--- src/hdl/setsu_pkg.sv ---
package setsu_pkg;

    localparam int NUM_EVENTS = 32;
    localparam int IDX_W      = $clog2(NUM_EVENTS);
    localparam int CNT_W      = $clog2(NUM_EVENTS + 1);
    localparam int CPM_W      = 20;

    localparam logic [31:0]      MAX_CLOCK = 32'd4194304;
    localparam logic [CPM_W-1:0] CPM_RESET = 20'd1000;

    typedef enum logic [3:0] {
        ACT_CLEAR    = 4'd0,
        ACT_RELOAD   = 4'd1,
        ACT_PROGRESS = 4'd2,
        ACT_SET      = 4'd3,
        ACT_SET_MS   = 4'd4,
        ACT_CANCEL   = 4'd5,
        ACT_QUERY    = 4'd6,
        ACT_FORCE    = 4'd7,
        ACT_CONSUME  = 4'd8
    } t_action;

    typedef enum logic [1:0] {
        KIND_ACK   = 2'd0,
        KIND_FIRED = 2'd1,
        KIND_NONE  = 2'd2,
        KIND_QUERY = 2'd3
    } t_kind;

    typedef struct packed {
        t_action     action;
        logic [4:0]  event_id;
        logic [31:0] delay;
        logic        absolute;
        logic        has_callback;
    } t_in;

    typedef struct packed {
        t_kind       kind;
        logic [4:0]  fired_id;
        logic        fired_has_callback;
        logic        is_active;
        logic [31:0] remaining;
        logic [31:0] base_clock;
        logic [31:0] remain_clock;
        logic        last;
    } t_out;

    typedef struct packed {
        logic             v;
        logic             fire;
        logic [IDX_W-1:0] id;
        logic [31:0]      cnt;
    } t_entry;

    typedef enum logic [2:0] {
        CELL_HOLD,
        CELL_CLEAR,
        CELL_REMOVE,
        CELL_INSERT,
        CELL_SUB,
        CELL_ROTATE,
        CELL_COMPACT
    } t_cell_op;

    typedef struct packed {
        t_cell_op         op;
        logic             phase;
        logic             found;
        logic [IDX_W-1:0] pos;
        logic [IDX_W-1:0] new_id;
        logic [31:0]      new_cnt;
        logic [31:0]      base;
    } t_cell_ctl;

    typedef enum logic [3:0] {
        ST_IDLE,
        ST_MUL,
        ST_SET,
        ST_INS,
        ST_OP,
        ST_SUB,
        ST_MIN,
        ST_FIRE,
        ST_COMPACT,
        ST_ACK
    } t_state;

endpackage

--- src/hdl/setsu_cell.sv ---
module setsu_cell
    import setsu_pkg::*;
(
    input  logic             i_clk,
    input  logic             i_rst_n,
    input  logic [IDX_W-1:0] i_idx,
    input  t_cell_ctl        i_ctl,
    input  t_entry           i_left,
    input  logic             i_left_take,
    input  t_entry           i_right,
    output t_entry           o_entry,
    output logic             o_take
);

    t_entry      r_ent;
    t_entry      n_ent;
    logic        w_take;
    logic [31:0] w_sub;
    logic        w_lower;

    assign w_take  = !r_ent.v || ($signed(i_ctl.new_cnt) < $signed(r_ent.cnt));
    assign w_sub   = r_ent.cnt - i_ctl.base;
    assign w_lower = (i_idx[0] == i_ctl.phase);
    assign o_take  = w_take;
    assign o_entry = r_ent;

    always_comb begin
        n_ent = r_ent;
        case (i_ctl.op)
            CELL_CLEAR: begin
                n_ent.v    = 1'b0;
                n_ent.fire = 1'b0;
            end
            CELL_REMOVE: begin
                if (i_ctl.found && (i_idx >= i_ctl.pos)) begin
                    n_ent = i_right;
                end
            end
            CELL_INSERT: begin
                if (w_take) begin
                    if (i_left_take) begin
                        n_ent = i_left;
                    end else begin
                        n_ent.v    = 1'b1;
                        n_ent.fire = 1'b0;
                        n_ent.id   = i_ctl.new_id;
                        n_ent.cnt  = i_ctl.new_cnt;
                    end
                end
            end
            CELL_SUB: begin
                n_ent.cnt  = w_sub;
                n_ent.fire = r_ent.v && !($signed(w_sub) > 32'sd0);
            end
            CELL_ROTATE: begin
                n_ent = i_right;
            end
            CELL_COMPACT: begin
                if (w_lower) begin
                    if (!r_ent.v && i_right.v) begin
                        n_ent = i_right;
                    end
                end else if (!i_left.v && r_ent.v) begin
                    n_ent = i_left;
                end
            end
            default: begin
                n_ent = r_ent;
            end
        endcase
    end

    always_ff @(posedge i_clk) begin
        if (!i_rst_n) begin
            r_ent.v    <= 1'b0;
            r_ent.fire <= 1'b0;
        end else begin
            r_ent.v    <= n_ent.v;
            r_ent.fire <= n_ent.fire;
        end
        r_ent.id  <= n_ent.id;
        r_ent.cnt <= n_ent.cnt;
    end

endmodule

--- config.mk ---
export PLATFORM = sky130hd
export DESIGN_NAME = setsu_cell
export DESIGN_NICKNAME = d
export VERILOG_FILES = /design/src/hdl/setsu_pkg.sv /design/src/hdl/setsu_cell.sv
export SDC_FILE = /design/constraint.sdc
export NUM_CORES = 1
export LEC_CHECK = 0
export ABC_AREA = 1
export BUFFER_PORTS_ARGS = -buffer_cell sky130_fd_sc_hd__buf_2
export CORE_AREA = 2 2 141 143
export DETAILED_ROUTE_END_ITERATION = 12
export DIE_AREA = 0 0 143 145
export HOLD_SLACK_MARGIN = 0.12
export PLACE_DENSITY = 0.66
export SLEW_MARGIN = 30
export SYNTH_ARGS = -nofsm -noshare
export SYNTH_HDL_FRONTEND = slang
export SYNTH_SLANG_ARGS = --single-unit
--- constraint.sdc ---
create_clock -name i_clk -period 2.7 [get_ports i_clk]
set_input_delay 0.27 -clock i_clk [delete_from_list [all_inputs] [get_ports i_clk]]
set_output_delay 0.27 -clock i_clk [all_outputs]
set_load 0.005 [all_outputs]
==> summary.md, run 1 <==
| Metric | Value |
|---|---|
| Crit path buffers/inverters | `3` |
| Mapped Area | `0.00607 mm²` |
| Area grow syn2layout | `28.8%` |
| GRT overflow | `0` |
| Min-Delay Endpoint | `o_entry[38]` |
| Global-route wire length before repair | `35.9 mm` |
| HP Class | `in2reg` |
| ANT nets after route | `0` |
| Final hold viol count | `0` |
| Port Buffers | `204` |
| RSZ-0062 raised after global routing | `yes` |
| GRT Overall Usage | `21.9%` |
| Placed inst area | `0.00755 mm²` |
| Fin crit share | `95.3%` |
| Crit. Startpoint | `o_entry[0]` |
| First-pass iteration count of the detailed router | `6` |
| CTS tree | `done` |
| Slowest CP cell | `fa_2` |
| Die height | `145 µm` |
| Peak supply drop | `211 µV` |
| Sequential share of the synthesized area | `19.0%` |
| Core Region | `0.0192 mm²` |
| Initial antenna violation count | `2` |
| Worst Skew | `0.00755 ns` |
| Die area | `0.0207 mm²` |
| Final setup vio count | `0` |
| Worst hold stages | `3` |
| Type of the worst setup path | `reg2reg` |
| Syn_nets | `1252` |
| Crit path launch type | `flip-flop` |
| Count of pins over their slew limit | `0` |
| # IOs | `205` |
| Least-Margin Pin Slew | `0.726 ns` |
| CP Max Fanout | `4` |
| YS warnings | `0` |
| CTS Sinks | `39` |
| Post-synth top cells | `nand2_1, inv_1, nor2_1` |
| Vias per std cell | `4.83` |
| Internal power | `1.77 mW` |
| Switching Share | `43.9%` |
| Vias in the first global route | `7175` |
| Layout Nets | `1471` |
| Synth top area share | `21.3%` |
| GP Congestion | `0.954` |
| Worst slew margin | `51.1%` |
| Via Count | `7263` |
| EDFF count, synth | `37` |
| DRT iter0 DRCs | `498` |
| CP most frequent cell | `nand2_1` |
| Post-route cell area | `0.00782 mm²` |
| CTS buffer count | `5` |
| Status | `completed` |
| Synthesis-stage register bit count | `39` |
| Hold-fix buffers, CTS | `0` |
| Drt drc | `0` |
| Final WL | `22.9 mm` |
| Mean Syn Cell Area | `5.96 µm²` |
| Netlist cell types | `38` |
| Max FFs per register | `39` |
| Row cnt | `51` |
| Worst-case clock buffer depth | `2` |
| Die width | `143 µm` |
| Flop2flop setup slack | `0.13 ns` |
| Clock Power Share | `18.4%` |
| Worst reg2reg endpoint | `o_entry[37]` |
| Logic pwr share | `55.5%` |
| Maximum Capacitance Violations | `0` |
| CP cell instances | `inv_2 -> ha_1 -> inv_1 -> fa_2 -> nand3_1 -> nand3_2 -> nand2_1 -> nand2_4 -> nand2_1 -> nand2_2 -> nand2_2 -> nand3_2 -> nand2_1 -> nand2_1 -> nor2_1 -> nand3_1 -> nand2_1 -> nand2_1 -> nand3_1 -> nand2_1 -> inv_1` |
| Largest stage delay, worst path | `0.41 ns` |
| Main synth FF type | `edfxtp_1` |
| Min-delay src | `i_rst_n` |
| Largest net degree at the start of global routing | `25` |
| Clock transition at the registers of the reported paths | `0.06 ns` |
| Layout cells sized above 1 | `24.2%` |
| Hpwl dp | `19.9 mm` |
| Area leader, netlist | `nand2_1` |
| Crit. End Element | `flip-flop` |
| Overall Power | `3.15 mW` |
| CTS H-Tree Depth | `2` |
| Most common cell in the synthesized netlist | `nand2_1` |
| Clock root cell | `clkbuf_16` |
| Sw power | `1.38 mW` |
| Critical path arrival | `2.81 ns` |
| Delay-heaviest family, CP | `simple AND/OR/NAND/NOR gates` |
| Clk Latency, worst-skew pair | `0.29 ns` |
| Power per cell area | `402 mW/mm²` |
| Seq pwr share | `26.2%` |
| Synth area leaders | `nand2_1, edfxtp_1, ha_1` |
| Fmax | `388 MHz` |
| Worst r2r path cells | `21` |
| Min cycle time layout | `2.57 ns` |
| Cells after synthesis | `1018` |
| Pleak | `4.42 nW` |
| Starting density of the core | `31.6%` |
| Reg2reg start | `o_entry[0]` |
| Asr flop ratio synth | `0%` |
| Routed len/inst | `15.2 µm` |
| WP data required | `2.94 ns` |
==> worst max-delay path by stage <==
| stage | endpoint | depth (start not counted) | slack (ns) |
|---|---|---|---|
| final | o_entry[37] | 21 | 0.13 |
| after global routing | o_entry[37] | 21 | -0.07 |
| after global placement | o_entry[37] | 19 | -0.03 |
| after floorplan | o_entry[0] | 12 | 0.06 |
| after detailed placement | o_entry[37] | 21 | -0.03 |
| after CTS | o_entry[24] | 16 | 0.04 |
==> routing by layer <==
layer,vias up,part of all wire [%],global-route usage (%)
met5,-,0,0
met4,0,1.9,5.84
met3,26,7.0,3.00
met2,244,46,36.2
met1,3286,45,29.7
li1,3707,-,-
==> area by class of cell <==
| type | count | area [µm²] |
|---|---|---|
| diodes | 1 | 2.50 |
| clock buffers | 7 | 133 |
| clock inverters | 1 | 5.00 |
| fillers | 2150 | 11400 |
| inverters | 222 | 837 |
| multi-input cells | 741 | 4130 |
| flip-flops and latches | 39 | 1150 |
| well taps | 265 | 332 |
| repair buffers | 228 | 1230 |
==> logic make-up (layout without fill, tap and decap cells) <==
family | count (synthesis) | after routing | synth area share [%]
AOI/OAI and AO/OA | 132 | 132 | 13.9
other | 0 | 1 | 0
DFF | 39 | 39 | 19.0
buffers and inverters | 238 | 458 | 14.8
and+or+nand+nor | 531 | 531 | 36.6
xor gates and xnor gates | 9 | 9 | 1.30
adders and majority gates | 69 | 69 | 14.3
==> worst reg2reg max path, cell delays in order (launching register included) <==
cell	delay (ns)
edfxtp_1	0.40
inv_2	0.09
ha_1	0.14
inv_1	0.06
fa_2	0.41
nand3_1	0.11
nand3_2	0.12
nand2_1	0.13
nand2_4	0.09
nand2_1	0.08
nand2_2	0.08
nand2_2	0.10
nand3_2	0.10
nand2_1	0.11
nand2_1	0.06
nor2_1	0.11
nand3_1	0.08
nand2_1	0.08
nand2_1	0.05
nand3_1	0.06
nand2_1	0.05
inv_1	0.04
==> cells in the final DEF (no fill, tap or decap), types with 21 or more instances in the layout <==
cell	n
nand2_1	334
ha_1	64
nand3_1	46
edfxtp_1	37
inv_1	207
nand4_1	21
a21oi_1	41
buf_4	22
buf_2	204
a221oi_1	25
nor2_1	80
==> through the flow <==
step	hold slack (ns)	util [%]	instances	TNS (ns)	setup slack, ns
floorplan	0.402	-	1018	0	0.0618
global placement	0.541	39.3	1492	-0.0314	-0.0314
detailed placement	0.538	39.3	1492	-0.0291	-0.0291
CTS	0.244	40.0	1500	0	0.0410
global route	0.265	40.7	1504	-1.08	-0.0748
finish	0.248	40.7	1504	0	0.126
==> power groups by stage <==
stage | clock, mW | combinational [mW] | sequential, mW
2_1_floorplan | 0 | 1.04 | 0.817
3_3_place_gp | 0 | 1.66 | 0.832
3_5_place_dp | 0 | 1.67 | 0.833
4_1_cts | 0.593 | 1.68 | 0.821
5_1_grt | 0.602 | 1.97 | 0.830
6_report | 0.579 | 1.74 | 0.823
==> repair_timing <==
action / CTS / global route
gates resized for setup: 1 / 27
cloned: 0 / 0
buffers inserted: 0 / 3
endpoints found under the setup margin: 1 / 39
pin swaps: 0 / 4
(Power assumes the default switching activity.)
==> run 2, diff against run 1 <==
--- a/config.mk
+++ b/config.mk
@@ -10,7 +10,9 @@
 export CORE_AREA = 2 2 141 143
 export DETAILED_ROUTE_END_ITERATION = 12
 export DIE_AREA = 0 0 143 145
+export GPL_TIMING_DRIVEN = 0
 export HOLD_SLACK_MARGIN = 0.12
+export MAX_ROUTING_LAYER = met4
 export PLACE_DENSITY = 0.66
 export SLEW_MARGIN = 30
 export SYNTH_ARGS = -nofsm -noshare
==> summary.md, run 2 (synthesis gave the netlist of run 1 again) <==
| Metric | Value |
|---|---|
| Status | `completed` |
| HP Class | `in2reg` |
| Layout Nets | `1499` |
| Layout fillers | `2069` |
| Largest net degree at the start of global routing | `16` |
| Slowest CP cell | `edfxtp_1` |
| Hpwl dp | `19.9 mm` |
| Met2 wire len | `11.6 mm` |
| Reg2reg start | `o_entry[9]` |
| DRT iter0 DRCs | `412` |
| Row cnt | `51` |
| Crit path launch type | `flip-flop` |
| Metal3 WL | `1.67 mm` |
| GP Congestion | `0.941` |
| Worst r2r path cells | `16` |
| Register area | `0.00115 mm²` |
| WP data required | `2.74 ns` |
| Critical path arrival | `2.63 ns` |
| CTS tree | `done` |
| Min-delay src | `i_rst_n` |
| Final setup vio count | `0` |
| Worst Skew | `0.00691 ns` |
| Crit path buffers/inverters | `5` |
| Post-route cell area | `0.00835 mm²` |
| Worst-case clock buffer depth | `2` |
| Vias in the first global route | `7159` |
| Delay-heaviest family, CP | `buffers and inverters` |
| RSZ-0062 raised after global routing | `yes` |
| Die area | `0.0207 mm²` |
| Area grow syn2layout | `37.6%` |
| Final WL | `23.9 mm` |
| Core Region | `0.0192 mm²` |
| Die width | `143 µm` |
| First-pass iteration count of the detailed router | `7` |
| Starting density of the core | `31.6%` |
| Clock transition at the registers of the reported paths | `0.06 ns` |
| Fmax | `386 MHz` |
| Peak supply drop | `222 µV` |
| Largest stage delay, worst path | `0.47 ns` |
| Clk Latency, worst-skew pair | `0.29 ns` |
| Least-Margin Pin Slew | `0.800 ns` |
| Via Count | `7451` |
| Worst reg2reg endpoint | `o_entry[29]` |
| Vias per std cell | `4.86` |
| # IOs | `205` |
| Drt drc | `0` |
| CP cell instances | `buf_6 -> inv_1 -> ha_1 -> a21oi_2 -> o21ai_0 -> a21oi_1 -> nand2_1 -> nand2_1 -> nand2_1 -> nand2_1 -> nand4_1 -> nand3_1 -> inv_2 -> o21ai_4 -> clkinvlp_4 -> buf_12` |
| Worst slew margin | `46.1%` |
| Pleak | `4.55 nW` |
| Final cell count without fillers | `1534` |
| Placed inst area | `0.00743 mm²` |
| CTS H-Tree Depth | `2` |
| Fin crit share | `95.9%` |
| M1 WL | `10.1 mm` |
| Min cycle time layout | `2.59 ns` |
| DP Worst Slack | `-0.580 ns` |
| Count of pins over their slew limit | `0` |
| Global-route wire length before repair | `35.7 mm` |
| CTS buffer count | `5` |
| Crit. End Element | `flip-flop` |
| Layout cells sized above 1 | `28.9%` |
| Final hold viol count | `0` |
| Util after Layout | `43.5%` |
| CP Max Fanout | `15` |
| Commonest non-fill, non-tap cell in the layout | `nand2_1` |
| Flop2flop setup slack | `0.11 ns` |
| Routed len/inst | `15.6 µm` |
| CP most frequent cell | `nand2_1` |
| Port Buffers | `204` |
| Power per cell area | `399 mW/mm²` |
| GRT overflow | `0` |
| Type of the worst setup path | `reg2reg` |
| GRT Overall Usage | `22.7%` |
| Hold WS | `0.248 ns` |
| Initial antenna violation count | `3` |
| ANT nets after route | `0` |
| Overall Power | `3.33 mW` |
| Maximum Capacitance Violations | `0` |
| Most frequent cells in the layout | `nand2_1, buf_2, inv_1, nor2_1, ha_1` |
| Min-Delay Endpoint | `o_entry[38]` |
| CTS Sinks | `39` |
| DP Cell Count | `1487` |
| Top Metal Used | `met4` |
| Multi-input gate area | `0.00451 mm²` |
| TNS Setup | `0 ns` |
| Max FFs per register | `39` |
| PnR worst setup slack | `0.111 ns` |
| Die height | `145 µm` |
| Worst hold stages | `3` |
| Clock root cell | `clkbuf_16` |
==> run 2: worst max path at each step <==
stage	end	slack (ns)	startpoint	cells after the start
3_3_place_gp	o_entry[24]	-0.58	o_entry[31]	12
6_report	o_entry[29]	0.11	o_entry[9]	16
5_1_grt	o_entry[37]	-0.08	o_entry[16]	17
4_1_cts	o_entry[37]	0.008	o_entry[0]	21
2_1_floorplan	o_entry[0]	0.06	o_entry[31]	12
3_5_place_dp	o_entry[24]	-0.58	o_entry[31]	12
==> run 2: what timing repair did <==
action	CTS	global route
hold buffers	0	0
endpoints found under the setup margin	33	34
resized for setup	4	97
pin swaps	1	19
hold endpoints to repair	0	0
gates cloned	1	0
setup buffers	6	29
==> run 2: worst reg2reg max path, stage by stage, from the launching register on <==
cell,delay (ns)
edfxtp_1,0.47
buf_6,0.16
inv_1,0.04
ha_1,0.24
a21oi_2,0.14
o21ai_0,0.08
a21oi_1,0.13
nand2_1,0.09
nand2_1,0.08
nand2_1,0.06
nand2_1,0.08
nand4_1,0.15
nand3_1,0.13
inv_2,0.06
o21ai_4,0.09
clkinvlp_4,0.16
buf_12,0.17
==> run 2: final cells by class <==
type	count	share of cell area, %
plain buffers	16	0.809
inverters	222	10.0
diodes	3	0.0899
repair inverters	1	0.0899
repair buffers	239	15.7
clock inverters	2	0.0899
well taps	265	3.97
clock buffers	6	1.54
flip-flops and latches	39	13.8
multi-input cells	741	54.0
==> run 2: metal layers <==
layer  GRT usage (%)  up-vias
li1                -     3766
met1            28.3     3368
met2            38.1      279
met3            2.97       38
met4            6.88        0
met5               -        -
==> run 2: power breakdown <==
group          total [mW]  internal, mW  switching, mW
Clock               0.587         0.337          0.250
Combinational        1.93         0.773           1.15
Sequential          0.818         0.756         0.0626
Total                3.33          1.87           1.47
==> run 3, diff against run 2 <==
--- a/config.mk
+++ b/config.mk
@@ -13,7 +13,7 @@
 export GPL_TIMING_DRIVEN = 0
 export HOLD_SLACK_MARGIN = 0.12
 export MAX_ROUTING_LAYER = met4
-export PLACE_DENSITY = 0.66
+export PLACE_DENSITY = 0.64
 export SLEW_MARGIN = 30
 export SYNTH_ARGS = -nofsm -noshare
 export SYNTH_HDL_FRONTEND = slang
==> constraint.sdc (replaced) <==
create_clock -name i_clk -period 3.35 [get_ports i_clk]
set_input_delay 0.335 -clock i_clk [delete_from_list [all_inputs] [get_ports i_clk]]
set_output_delay 0.335 -clock i_clk [all_outputs]
set_load 0.005 [all_outputs]
==> summary.md, run 3 (synthesis gave the netlist of run 1 again) <==
| Metric | Value |
|---|---|
| Starting density of the core | `31.6%` |
| Clock transition at the registers of the reported paths | `0.06 ns` |
| HP Class | `in2reg` |
| Hpwl dp | `19.7 mm` |
| Commonest non-fill, non-tap cell in the layout | `nand2_1` |
| Crit path buffers/inverters | `3` |
| ANT nets after route | `0` |
| First-pass iteration count of the detailed router | `5` |
| GRT overflow | `0` |
| Die area | `0.0207 mm²` |
| Worst Skew | `0.00471 ns` |
| Worst-case clock buffer depth | `2` |
| Delay-heaviest family, CP | `simple AND/OR/NAND/NOR gates` |
| Max FFs per register | `39` |
| Peak supply drop | `265 µV` |
| Critical path arrival | `2.85 ns` |
| WP data required | `3.29 ns` |
| Type of the worst setup path | `reg2reg` |
| Final WL | `22.7 mm` |
| Core Region | `0.0192 mm²` |
| Worst hold stages | `3` |
| Row cnt | `51` |
| RSZ-0062 raised after global routing | `no` |
| Final hold viol count | `0` |
| Largest stage delay, worst path | `0.42 ns` |
| Fmax | `343 MHz` |
| Util after Layout | `39.6%` |
| Power per cell area | `330 mW/mm²` |
| GP Congestion | `0.959` |
| Most frequent cells in the layout | `nand2_1, buf_2, inv_1, nor2_1, ha_1` |
| Crit path launch type | `flip-flop` |
| Global-route wire length before repair | `35.2 mm` |
| Initial antenna violation count | `5` |
| Total setup buffers inserted after CTS | `0` |
| Placed inst area | `0.00742 mm²` |
| CTS tree | `done` |
| Crit. End Element | `flip-flop` |
| Vias in the first global route | `7021` |
| Post-route cell area | `0.00760 mm²` |
| Layout cells sized above 1 | `20.8%` |
| Maximum Capacitance Violations | `0` |
| Crit. Startpoint | `o_entry[31]` |
| Clk Latency, worst-skew pair | `0.29 ns` |
| Min cycle time layout | `2.92 ns` |
| Clock root cell | `clkbuf_16` |
| DP Cell Count | `1487` |
| Worst reg2reg endpoint | `o_entry[25]` |
| Status | `completed` |
| CTS buffer count | `5` |
| GRT Overall Usage | `22.4%` |
| Via Count | `7212` |
| CP cell instances | `inv_1 -> ha_1 -> nand2_1 -> nor4_2 -> nor3b_2 -> nand2_1 -> nand2_1 -> nand2_1 -> nand4_1 -> nand3_1 -> inv_1 -> o21ai_0 -> inv_4` |
| Pleak | `4.33 nW` |
| Drt drc | `0` |
| Worst r2r path cells | `13` |
| Fin crit share | `87.1%` |
| Reg2reg start | `o_entry[31]` |
| Largest net degree at the start of global routing | `33` |
| Vias per std cell | `4.81` |
| Layout Nets | `1463` |
| Min-delay src | `i_rst_n` |
| Die height | `145 µm` |
| CP Max Fanout | `32` |
| Final setup vio count | `0` |
| Port Buffers | `204` |
| CP most frequent cell | `nand2_1` |
| Final cell count without fillers | `1500` |
| DRT iter0 DRCs | `420` |
| Routed len/inst | `15.1 µm` |
| # IOs | `205` |
| Die width | `143 µm` |
| Flop2flop setup slack | `0.43 ns` |
| Least-Margin Pin Slew | `0.680 ns` |
| Count of pins over their slew limit | `0` |
| Hold WS | `0.304 ns` |
| CTS Sinks | `39` |
| Min-Delay Endpoint | `o_entry[38]` |
| Slowest CP cell | `edfxtp_1` |
| CTS H-Tree Depth | `2` |
| Area grow syn2layout | `25.2%` |
| Worst slew margin | `54.2%` |
-- run 3: routing by layer --
| layer | share of wire (%) | vias up | routed length, µm | global-route usage (%) |
|---|---|---|---|---|
| li1 | - | 3701 | - | - |
| met1 | 45 | 3222 | 10100 | 28.6 |
| met2 | 46 | 247 | 10400 | 36.6 |
| met3 | 6.5 | 42 | 1470 | 2.90 |
| met4 | 2.8 | 0 | 635 | 7.03 |
| met5 | 0 | - | 0 | - |
-- run 3: worst max path at each step --
stage	to	slack, ns	depth (start not counted)
final	o_entry[25]	0.43	13
after global routing	o_entry[30]	0.18	13
after CTS	o_entry[24]	0.25	13
after detailed placement	o_entry[24]	0.26	13
after global placement	o_entry[24]	-0.19	13
after floorplan	o_entry[0]	0.54	13
-- run 3: worst min-delay path: cells and delay by family --
family                 cells  cell delay (ns)
buffers and inverters      2             0.13
and+or+nand+nor            1             0.09
-- run 3: repair_timing --
item / 4_1_cts / 5_1_grt
hold buffers: 0 / 0
setup endpoints to repair: 0 / 7
gates resized for setup: 0 / 2
-- run 3: through the flow --
step	setup TNS (ns)	setup WS [ns]	power, mW
6_report	0	0.433	2.51
5_1_grt	0	0.180	2.72
4_1_cts	0	0.252	2.51
3_5_place_dp	0	0.257	1.96
3_3_place_gp	-5.94	-0.187	1.95
2_1_floorplan	0	0.539	1.50
-- run 3: layout make-up --
cell class              count  area (µm²)
plain buffers              16        67.6
clock inverters             3        38.8
clock buffers               5         125
diodes                      5        12.5
repair buffers            204        1020
fillers                  2144       11600
well taps                 265         332
multi-input cells         741        4020
inverters                 222         836
flip-flops and latches     39        1150
-- run 3: where the power goes --
part	internal, mW	switching (mW)	leakage [nW]
Sequential	0.610	0.0649	0.376
Clock	0.348	0.204	0.0813
Combinational	0.473	0.811	3.88
